===== config.mk =====
export PLATFORM = sky130hd
export DESIGN_NAME = byte_offset_delta_decoder
export DESIGN_NICKNAME = d
export VERILOG_FILES = /design/src/hw/rtl/bodd_pkg.sv /design/src/hw/rtl/bodd_front.sv /design/src/hw/rtl/bodd_queue.sv /design/src/hw/rtl/bodd_back.sv /design/src/hw/rtl/byte_offset_delta_decoder.sv
export SDC_FILE = /design/constraint.sdc
export NUM_CORES = 1
export LEC_CHECK = 0
export ABC_AREA = 1
export BUFFER_PORTS_ARGS = -buffer_cell sky130_fd_sc_hd__buf_2
export CORE_MARGIN = 1
export CORE_UTILIZATION = 39
export CTS_CLUSTER_SIZE = 16
export DETAILED_ROUTE_END_ITERATION = 8
export PLACE_DENSITY_LB_ADDON = 0.2
export SKIP_LAST_GASP = 1
export SLEW_MARGIN = 20
export SYNTH_ARGS = -nofsm -noshare
export SYNTH_HDL_FRONTEND = slang
export SYNTH_SLANG_ARGS = --single-unit

===== constraint.sdc =====
create_clock -name aclk -period 3.8 [get_ports aclk]
set_input_delay 0.76 -clock aclk [delete_from_list [all_inputs] [get_ports aclk]]
set_output_delay 0.76 -clock aclk [all_outputs]
set_load 0.03 [all_outputs]

===== src/hw/rtl/bodd_pkg.sv =====
package bodd_pkg;

    localparam int unsigned CountWidth = 25;
    localparam int unsigned SumWidth   = 32;

    localparam logic [CountWidth-1:0] PixelCountReset = 25'd301453;

    // binary start marker, in stream order
    localparam logic [7:0] Marker [4] = '{8'h0C, 8'h1A, 8'h04, 8'hD5};

    localparam logic [7:0]  EscShort = 8'h80;
    localparam logic [15:0] EscLong  = 16'h8000;

    // one-hot decode phases
    typedef enum logic [3:0] {
        PH_HUNT  = 4'b0001,
        PH_BYTE  = 4'b0010,
        PH_SHORT = 4'b0100,
        PH_LONG  = 4'b1000
    } phase_t;

    // one classified delta on its way to the accumulator
    typedef struct packed {
        logic [SumWidth-1:0] delta;
        logic                last;   // final pixel of the frame
        logic                first;  // first pixel after a marker: sum restarts
    } delta_item_t;

endpackage


===== src/hw/rtl/bodd_front.sv =====
module bodd_front (
    input  logic                                 aclk,
    input  logic                                 aresetn,
    input  logic                                 cfg_wr_en,
    input  logic [bodd_pkg::CountWidth-1:0]      cfg_wr_data,
    input  logic                                 byte_valid,
    input  logic [7:0]                           byte_data,
    output logic                                 push,
    output bodd_pkg::delta_item_t                push_item
);

    bodd_pkg::phase_t                    phase_reg, phase_next;
    logic [1:0]                          prog_reg, prog_next;
    logic [1:0]                          seen_reg, seen_next;
    logic [23:0]                         part_reg, part_next;
    logic [bodd_pkg::CountWidth-1:0]     cnt_reg, cnt_next;
    logic [bodd_pkg::CountWidth-1:0]     pix_count_reg;
    logic                                first_reg, first_next;

    logic [bodd_pkg::CountWidth-1:0]     cnt_inc;
    logic                                is_last;
    logic [15:0]                         val16;
    logic [31:0]                         delta;
    logic                                emit;

    assign cnt_inc = cnt_reg + 1'b1;
    assign is_last = (cnt_inc >= pix_count_reg);
    assign val16   = {byte_data, part_reg[7:0]};

    always_comb begin
        phase_next = phase_reg;
        prog_next  = prog_reg;
        seen_next  = seen_reg;
        part_next  = part_reg;
        cnt_next   = cnt_reg;
        first_next = first_reg;
        emit       = 1'b0;
        delta      = {{24{byte_data[7]}}, byte_data};

        if (byte_valid) begin
            case (phase_reg)
                bodd_pkg::PH_BYTE: begin
                    if (byte_data == bodd_pkg::EscShort) begin
                        phase_next = bodd_pkg::PH_SHORT;
                        seen_next  = 2'd0;
                    end else begin
                        emit = 1'b1;
                    end
                end
                bodd_pkg::PH_SHORT: begin
                    if (seen_reg == 2'd0) begin
                        part_next[7:0] = byte_data;
                        seen_next      = 2'd1;
                    end else begin
                        seen_next = 2'd0;
                        if (val16 == bodd_pkg::EscLong) begin
                            phase_next = bodd_pkg::PH_LONG;
                        end else begin
                            phase_next = bodd_pkg::PH_BYTE;
                            delta      = {{16{val16[15]}}, val16};
                            emit       = 1'b1;
                        end
                    end
                end
                bodd_pkg::PH_LONG: begin
                    if (seen_reg == 2'd3) begin
                        seen_next  = 2'd0;
                        phase_next = bodd_pkg::PH_BYTE;
                        delta      = {byte_data, part_reg};
                        emit       = 1'b1;
                    end else begin
                        part_next[seen_reg*8 +: 8] = byte_data;
                        seen_next                  = seen_reg + 2'd1;
                    end
                end
                default: begin
                    // marker hunt; a stray 0x0C restarts the match at one
                    if (byte_data == bodd_pkg::Marker[prog_reg]) begin
                        if (prog_reg == 2'd3) begin
                            prog_next  = 2'd0;
                            phase_next = bodd_pkg::PH_BYTE;
                            cnt_next   = '0;
                            seen_next  = 2'd0;
                            first_next = 1'b1;
                        end else begin
                            prog_next = prog_reg + 2'd1;
                        end
                    end else begin
                        prog_next = (byte_data == bodd_pkg::Marker[0]) ? 2'd1 : 2'd0;
                    end
                end
            endcase

            if (emit) begin
                cnt_next   = cnt_inc;
                first_next = 1'b0;
                if (is_last) begin
                    phase_next = bodd_pkg::PH_HUNT;
                    prog_next  = 2'd0;
                end
            end
        end
    end

    assign push            = emit;
    assign push_item.delta = delta;
    assign push_item.last  = is_last;
    assign push_item.first = first_reg;

    always_ff @(posedge aclk) begin
        if (!aresetn) begin
            phase_reg     <= bodd_pkg::PH_HUNT;
            prog_reg      <= 2'd0;
            seen_reg      <= 2'd0;
            cnt_reg       <= '0;
            first_reg     <= 1'b1;
            pix_count_reg <= bodd_pkg::PixelCountReset;
        end else begin
            phase_reg <= phase_next;
            prog_reg  <= prog_next;
            seen_reg  <= seen_next;
            cnt_reg   <= cnt_next;
            first_reg <= first_next;
            if (cfg_wr_en) begin
                pix_count_reg <= cfg_wr_data;
            end
        end
    end

    always_ff @(posedge aclk) begin
        part_reg <= part_next;
    end

endmodule


===== src/hw/rtl/bodd_queue.sv =====
module bodd_queue #(
    parameter int unsigned DEPTH = 2
) (
    input  logic                  aclk,
    input  logic                  aresetn,
    input  logic                  push,
    input  bodd_pkg::delta_item_t push_item,
    output logic                  full,
    output logic                  pop_valid,
    input  logic                  pop,
    output bodd_pkg::delta_item_t pop_item
);

    localparam int unsigned PtrWidth = (DEPTH > 1) ? $clog2(DEPTH) : 1;
    localparam int unsigned CntWidth = $clog2(DEPTH + 1);
    localparam logic [PtrWidth-1:0] PtrLast = PtrWidth'(DEPTH - 1);
    localparam logic [CntWidth-1:0] CntFull = CntWidth'(DEPTH);

    bodd_pkg::delta_item_t slot_reg [DEPTH];
    logic [PtrWidth-1:0]   wr_ptr_reg, rd_ptr_reg;
    logic [CntWidth-1:0]   fill_reg;
    logic                  do_pop;

    assign full      = (fill_reg == CntFull);
    assign pop_valid = (fill_reg != '0);
    assign do_pop    = pop && pop_valid;
    assign pop_item  = slot_reg[rd_ptr_reg];

    always_ff @(posedge aclk) begin
        if (!aresetn) begin
            wr_ptr_reg <= '0;
            rd_ptr_reg <= '0;
            fill_reg   <= '0;
        end else begin
            if (push) begin
                wr_ptr_reg <= (wr_ptr_reg == PtrLast) ? '0 : wr_ptr_reg + 1'b1;
            end
            if (do_pop) begin
                rd_ptr_reg <= (rd_ptr_reg == PtrLast) ? '0 : rd_ptr_reg + 1'b1;
            end
            if (push && !do_pop) begin
                fill_reg <= fill_reg + 1'b1;
            end else if (do_pop && !push) begin
                fill_reg <= fill_reg - 1'b1;
            end
        end
    end

    always_ff @(posedge aclk) begin
        if (push) begin
            slot_reg[wr_ptr_reg] <= push_item;
        end
    end

endmodule


===== src/hw/rtl/bodd_back.sv =====
module bodd_back (
    input  logic                               aclk,
    input  logic                               aresetn,
    input  logic                               item_valid,
    input  bodd_pkg::delta_item_t              item,
    output logic                               item_pop,
    output logic                               m_tvalid,
    input  logic                               m_tready,
    output logic [bodd_pkg::SumWidth-1:0]      m_tdata,
    output logic                               m_tlast
);

    logic [bodd_pkg::SumWidth-1:0] sum_reg, sum_next;
    logic [bodd_pkg::SumWidth-1:0] out_data_reg;
    logic                          out_last_reg;
    logic                          out_valid_reg;

    assign item_pop = item_valid && (!out_valid_reg || m_tready);
    assign sum_next = (item.first ? '0 : sum_reg) + item.delta;

    always_ff @(posedge aclk) begin
        if (!aresetn) begin
            out_valid_reg <= 1'b0;
            sum_reg       <= '0;
        end else begin
            if (item_pop) begin
                out_valid_reg <= 1'b1;
                sum_reg       <= sum_next;
            end else if (m_tready) begin
                out_valid_reg <= 1'b0;
            end
        end
    end

    always_ff @(posedge aclk) begin
        if (item_pop) begin
            out_data_reg <= sum_next;
            out_last_reg <= item.last;
        end
    end

    assign m_tvalid = out_valid_reg;
    assign m_tdata  = out_data_reg;
    assign m_tlast  = out_last_reg;

endmodule


===== src/hw/rtl/byte_offset_delta_decoder.sv =====
// Byte-offset delta decoder. Takes one raw byte per item on the s_ stream, hunts
// for the start marker 0C 1A 04 D5, then decodes 8-, 16- and 32-bit deltas
// (escapes 0x80 and 0x8000) into a wrapping 32-bit running sum, giving one pixel
// per delta on the m_ stream; the pixel_count-th pixel carries tlast and the
// decoder goes back to hunting. Throughput is one byte per clock while the queue
// has room: a byte is classified in the cycle it is accepted, its delta is written
// into the queue, and the sum is formed from the queue head and registered in the
// output register. The front stalls only when the delta queue is full; the
// queue depth sets how far the output may stall before s_tready drops.
// cfg_wr_data (pixel_count) must be written with no frame in flight; 0 acts as 1.
module byte_offset_delta_decoder #(
    parameter int unsigned QUEUE_DEPTH = 2
) (
    input  logic        aclk,
    input  logic        aresetn,

    // pixel_count register
    input  logic        cfg_wr_en,
    input  logic [24:0] cfg_wr_data,

    // compressed byte stream
    input  logic        s_tvalid,
    output logic        s_tready,
    input  logic [7:0]  s_tdata,   // [7:0] data_byte

    // decoded pixels
    output logic        m_tvalid,
    input  logic        m_tready,
    output logic [31:0] m_tdata,   // [31:0] pixel_value (two's complement)
    output logic        m_tlast    // last_pixel
);

    logic                  q_full;
    logic                  push;
    bodd_pkg::delta_item_t push_item;
    logic                  q_valid;
    logic                  q_pop;
    bodd_pkg::delta_item_t q_item;

    // a byte may emit at most one delta, so a free slot is all the front needs
    assign s_tready = !q_full;

    // front: marker hunt, escape handling and frame pixel count
    bodd_front u_front (
        .aclk        (aclk),
        .aresetn     (aresetn),
        .cfg_wr_en   (cfg_wr_en),
        .cfg_wr_data (cfg_wr_data),
        .byte_valid  (s_tvalid && s_tready),
        .byte_data   (s_tdata),
        .push        (push),
        .push_item   (push_item)
    );

    // short queue of classified deltas between the two halves
    bodd_queue #(
        .DEPTH (QUEUE_DEPTH)
    ) u_queue (
        .aclk      (aclk),
        .aresetn   (aresetn),
        .push      (push),
        .push_item (push_item),
        .full      (q_full),
        .pop_valid (q_valid),
        .pop       (q_pop),
        .pop_item  (q_item)
    );

    // back: running sum and registered output item
    bodd_back u_back (
        .aclk       (aclk),
        .aresetn    (aresetn),
        .item_valid (q_valid),
        .item       (q_item),
        .item_pop   (q_pop),
        .m_tvalid   (m_tvalid),
        .m_tready   (m_tready),
        .m_tdata    (m_tdata),
        .m_tlast    (m_tlast)
    );

endmodule

### Yosys cells after proc, flatten, opt, wreduce, memory -nomap -nowiden

Memory sizes are Yosys's and may differ from the RTL's. A register that Yosys moved wholly into a read port is not among the register bits.
Cells that the tools add are included.

* register bits after elaboration: 153
* latch bits: 0
* memory bits (writable): 68
* ROM bits: 0
* bits of input ports: 38
* output and inout bits: 35
* word-level logic and storage cells: 128
* memories kept: 1

Memories
* u_queue.slot_reg: depth 2, bits a word 34, rd ports 1, clocked after memory_dff 1, wr ports 1, line bodd_queue.sv:19 `bodd_pkg::delta_item_t slot_reg [DEPTH];`

* $add $sub $neg: 9
* multiply operators: 0
* div/mod/pow operators: 0
* magnitude comparators: 2
* eq/ne operators: 14
* shifts and indexed selects: 2
* mux-type cells: 59
* bitwise logic cells: 2
* reductions and logical operators: 24

Operator list (number)
* two-way mux 25 bit: 4
* two-way mux 31 bit: 2
* one-hot mux 31 bit (2 select lines): 1
* negation 5 -> 34 bit: 1
* variable shift 8 x 34 -> 24 bit (first input constant): 1
* variable part select 8 x 34 -> 24 bit: 1
* adder 32 bit: 1
* two-way mux 32 bit: 1
* two-way mux 4 bit: 8
* two-way mux 8 bit: 4
* two-way mux 15 bit: 2
* adder 25 x 1 -> 25 bit (second input constant): 1
* greater-or-equal comparator 25 bit: 1
* bitwise mux 24 bit: 1
* two-way mux 2 bit: 11
* two-way mux 1 bit: 20
* binary-select mux 8 bit (select 2 bit): 1
* == test 16 bit (second input constant): 1
* one-hot mux 8 bit (2 select lines): 1
* one-hot mux 4 bit (3 select lines): 1
* AND reduction 4 bit: 3
* nonzero test 2 bit: 6
* == test 8 x 4 -> 1 bit (second input constant): 1
* == test 8 bit: 1
* 22 further kinds: 37

### Depth between registers and ports, before layout

* word-level depth: 10
* mapped depth: 21
* gate-level depth less buffers: 21

### Hierarchy

A second synthesis with hierarchy kept.

* cell total of the unflattened synthesis: 1669
* area total of the unflattened synthesis: 13162.6 µm²

Modules (own cells, without submodules)
* bodd_front: instances 1, cells an instance 760, area each 5400.2 µm², seq. area each 1901.8 µm²
* bodd_back: instances 1, cells an instance 764, area each 4904.7 µm², seq. area each 1651.6 µm²
* bodd_queue: instances 1, cells an instance 142, area each 2844.0 µm², seq. area each 2142.1 µm²
* byte_offset_delta_decoder: instances 1, cells an instance 3, area each 13.8 µm², seq. area each 0.0 µm²

### Worst setup path before layout

No wires, ideal clock.

* path type: input to register
* from: input s_tdata[7]
* to: memory u_queue.slot_reg[0][0] (netlist bit), enable pin
* library setup time: 425 ps
* arrival: 3136 ps
* data required time: 3375 ps
* setup slack: 239 ps
* cell stages on the path: 9
* buffers on the path: 3
* cells stage by stage: buf_4 > nand2_1 > nor3_2 > or2_4 > nand3_4 > nand2_4 > buf_8 > buf_12 > nor2_1

* cells in the longest elaborated chain, start to end: 8
* elaborated cells on any way between the ends: 10
* those cells by class: eq/ne: 2; mux: 8

Ends and longest elaborated chain
* start, declared: line byte_offset_delta_decoder.sv:24 `input logic [7:0] s_tdata,`
* == test 16 bit: line bodd_front.sv:56 `if (val16 == bodd_pkg::EscLong) begin`
* two-way mux 1 bit: line bodd_front.sv:56
* two-way mux 1 bit: line bodd_front.sv:51 `if (seen_reg == 2'd0) begin`
* one-hot mux 1 bit (3 select lines) *: line bodd_front.sv:41 `case (phase_reg)`
* two-way mux 1 bit * (2 in a row): line bodd_front.sv:40 `if (byte_valid) begin`
* two-way mux 1 bit *: line bodd_queue.sv:50 `if (push) begin`
* two-way mux 1 bit (not written as such) *: line bodd_queue.sv:51 `slot_reg[wr_ptr_reg] <= push_item;`
* end, declared: line bodd_queue.sv:19

Mark *: on every way between the ends. The rest lies on a longest branch, timed or not. The select of a mux whose other input is x is not followed.

==> metrics.yaml <==
syn-num-nets: 1734
dr.pass1.iters: 7
yosys.area.top_type: "edfxtp_1"
ios: 73
initial_core_util_pct: 39.94
worstMarginPinSlew_ns: 0.8640
synthDistinctLibCells: 50
r2r_start: "u_front.cnt_reg[0]$_SDFFE_PN0P_"
power_density_nw_per_um2: 671.2
yosysSeqAreaShare_pct: 44.96
path_max_fanout: 5
syn_inst: 1631
synth_top_family_by_area: "simple AND/OR/NAND/NOR gates"
report.final.slew_viol_count: 0
synth_fa_ha_area_share_pct: 6.479
rsz0062_at_grt: "false"
cp.required_ns: 4.19
layout_min_cycle_time_ns: 3.348
leakagePower_nw: 6.507
cap_violations: 0
routed_wl_mm: 32.61
largest_reg_flops: 68
htreeDepth: 1
ant_nets: 0
maxSlewHeadroom_pct: 42.40
synth_xor_area_share_pct: 2.756
critPathLaunch: "u_front.cnt_reg[0]$_SDFFE_PN0P_"
wl_per_cell_um: 15.37
cts_setup_buffers: 0
status: "complete, no violations"
clock_latency_ns: 0.55
diodes: 0
ctsLongestPathBuffers: 3
drive_gt1_share_pct: 10.70
row_count: 65
power_mw: 9.629
grt_usage_pct: 19.66
crit_path_end_kind: "flip-flop"
synth-edff-count: 125
synthSimpleGateAreaFrac_pct: 25.69
multi_input_area_um2: 5903
die_y_um: 182.2
timing.final.crit_share_pct: 88.11
crit_arrival_ns: 3.73
worst-setup-path-type: "flip-flop to flip-flop"
whs_ns: 0.4255
fp.dieW_um: 182.2
cts.sinks: 222
yosys_most_used_dff: "edfxtp_1"
antenna_found_initial: 0
portBuffers: 72
dieArea_um2: 33210
drc: 0
synth.avg_cell_area_um2: 7.767
netlist.area_leader.share_pct: 29.63
hold_buffers: 0
vias: 10558
rr_endpoint: "u_front.prog_reg[1]$_SDFFE_PN0P_"
setup_viol: 0
grt_pass1_vias: 9779
cts_buffers: 27
yosysWarnings: 0
max_freq_ghz: 0.2987
pre_cts_ws_ns: 0.5160
overflow: 0
path_clk_slew_ns: 0.06
cts_root_buf: "clkbuf_16"
syn2layout_area_growth_pct: 13.25
dp_hpwl_mm: 24.22
setup_ws_ns: 0.4517
clock_skew_ns: 0.01289
fillers: 3179
synthTopCellsByArea: "edfxtp_1 (30%), dfxtp_1 (15%), nand2_1 (14%)"
coreArea_um2: 31720
ys_async_sr_fraction_pct: 0
yosys-top-cells-count: "nand2_1 (460), inv_1 (218), nor2_1 (151), a21oi_1 (126), edfxtp_1 (125)"
seqCellArea_um2: 5695
drt_iter0_markers: 820
ir_worst_vdd_uv: 394.2
cts_tree: "built"
ys_ff_latch: 222
yosysMostFrequentCell: "nand2_1"
grt_pass1_wl_mm: 52.07
ff2ff_setup_slack_ns: 0.45
layout.nets: 1802
synth_mux_area_share_pct: 0.07901
via_per_inst: 4.975
crit_end: "u_front.prog_reg[1]$_SDFFE_PN0P_"
synth_area_um2: 12670
tns_ns: 0
hold_class: "input pin to flip-flop"
reg2reg_depth: 19
hold_violations: 0
cts_resized: 0
grt_max_degree: 56
final_util_pct: 45.23
startpoint_type: "flip-flop"
synth-compound-area-share_pct: 11.47
gp_congestion: 0.9344
==> worst min path at each step <==
stage                                                from                                     end  slack, ns  depth (start not counted)
after floorplan           u_queue.rd_ptr_reg$_SDFFE_PN0P_                               flip-flop       0.43                          1
after global placement    u_queue.rd_ptr_reg$_SDFFE_PN0P_         u_queue.rd_ptr_reg$_SDFFE_PN0P_       0.44                          1
after detailed placement   u_front.first_reg$_SDFFE_PN1P_        u_queue.slot_reg[1][0]$_DFFE_PP_       0.44                          0
after CTS                                 cfg_wr_data[15]  u_front.pix_count_reg[15]$_SDFFE_PN1P_       0.40                          3
after global routing                      cfg_wr_data[15]  u_front.pix_count_reg[15]$_SDFFE_PN1P_       0.42                          3
final                                      cfg_wr_data[0]   u_front.pix_count_reg[0]$_SDFFE_PN1P_       0.43                          3
==> routing by layer <==
layer / vias to the layer above / global-route usage, % / wire, um
met5: - / 0 / 0
met4: 0 / 4.269 / 544
met3: 40 / 2.335 / 1422
met2: 254 / 29.84 / 13860
met1: 4825 / 29.71 / 16780
li1: 5439 / - / -
==> kinds of logic (layout without fill, tap and decap cells) <==
group                      count (synthesis)  after routing
xor gates and xnor gates                  39             39
AOI/OAI and AO/OA                        268            268
DFF                                      222            222
adders and majority gates                 65             65
buffers and inverters                    275            364
muxes                                      1              1
and+or+nand+nor                          761            761
==> cells in the final DEF (no fill, tap or decap), types with 5 or more instances in the layout <==
master	n
a21oi_2	11
nor2_4	5
clkbuf_16	27
dfxtp_1	97
o21ai_0	105
buf_2	72
edfxtp_1	125
ha_1	64
a21oi_1	125
inv_1	217
xnor2_1	9
nand2_1	460
inv_2	6
nand3_1	78
nor2_1	149
a32o_1	7
nand4_1	13
buf_4	16
clkbuf_1	5
nand3_2	10
nor3_1	18
clkinv_2	7
xor2_1	29
==> area by class of cell <==
type	instances	share of cell area [%]
Multi-Input combinational cell	1134	41.14
Timing Repair Buffer	88	3.349
Tap cell	402	3.506
Clock inverter	15	1.238
Clock buffer	35	5.128
Inverter	226	5.939
Sequential cell	222	39.70
==> critical path, cell delays in order, from the launching register on <==
cell	delay, ns
dfxtp_1	0.45
ha_1	0.34
nand2_1	0.08
nor2_1	0.30
nand2_1	0.19
inv_1	0.10
nand3_1	0.08
nand2_1	0.08
inv_1	0.07
ha_1	0.30
nand2_1	0.07
nor2_1	0.25
and2_1	0.21
nand2_1	0.05
nor2_1	0.09
nor2_1	0.04
nand3_1	0.20
nand2_1	0.14
nand3_1	0.09
a21oi_1	0.06
==> per-stage QoR <==
stage                     area [um^2]  cells
after global placement          13430   2072
after CTS                       14350   2122
final                           14350   2122
after detailed placement        13430   2072
after global routing            14350   2122
after floorplan                 12670   1631
==> report_power, final <==
group          internal, mW  leakage [nW]  switching [mW]
Clock                  1.58         0.450            1.04
Combinational          1.07          4.12            2.69
Sequential             3.13          1.94           0.114
(Power assumes the default switching activity.)
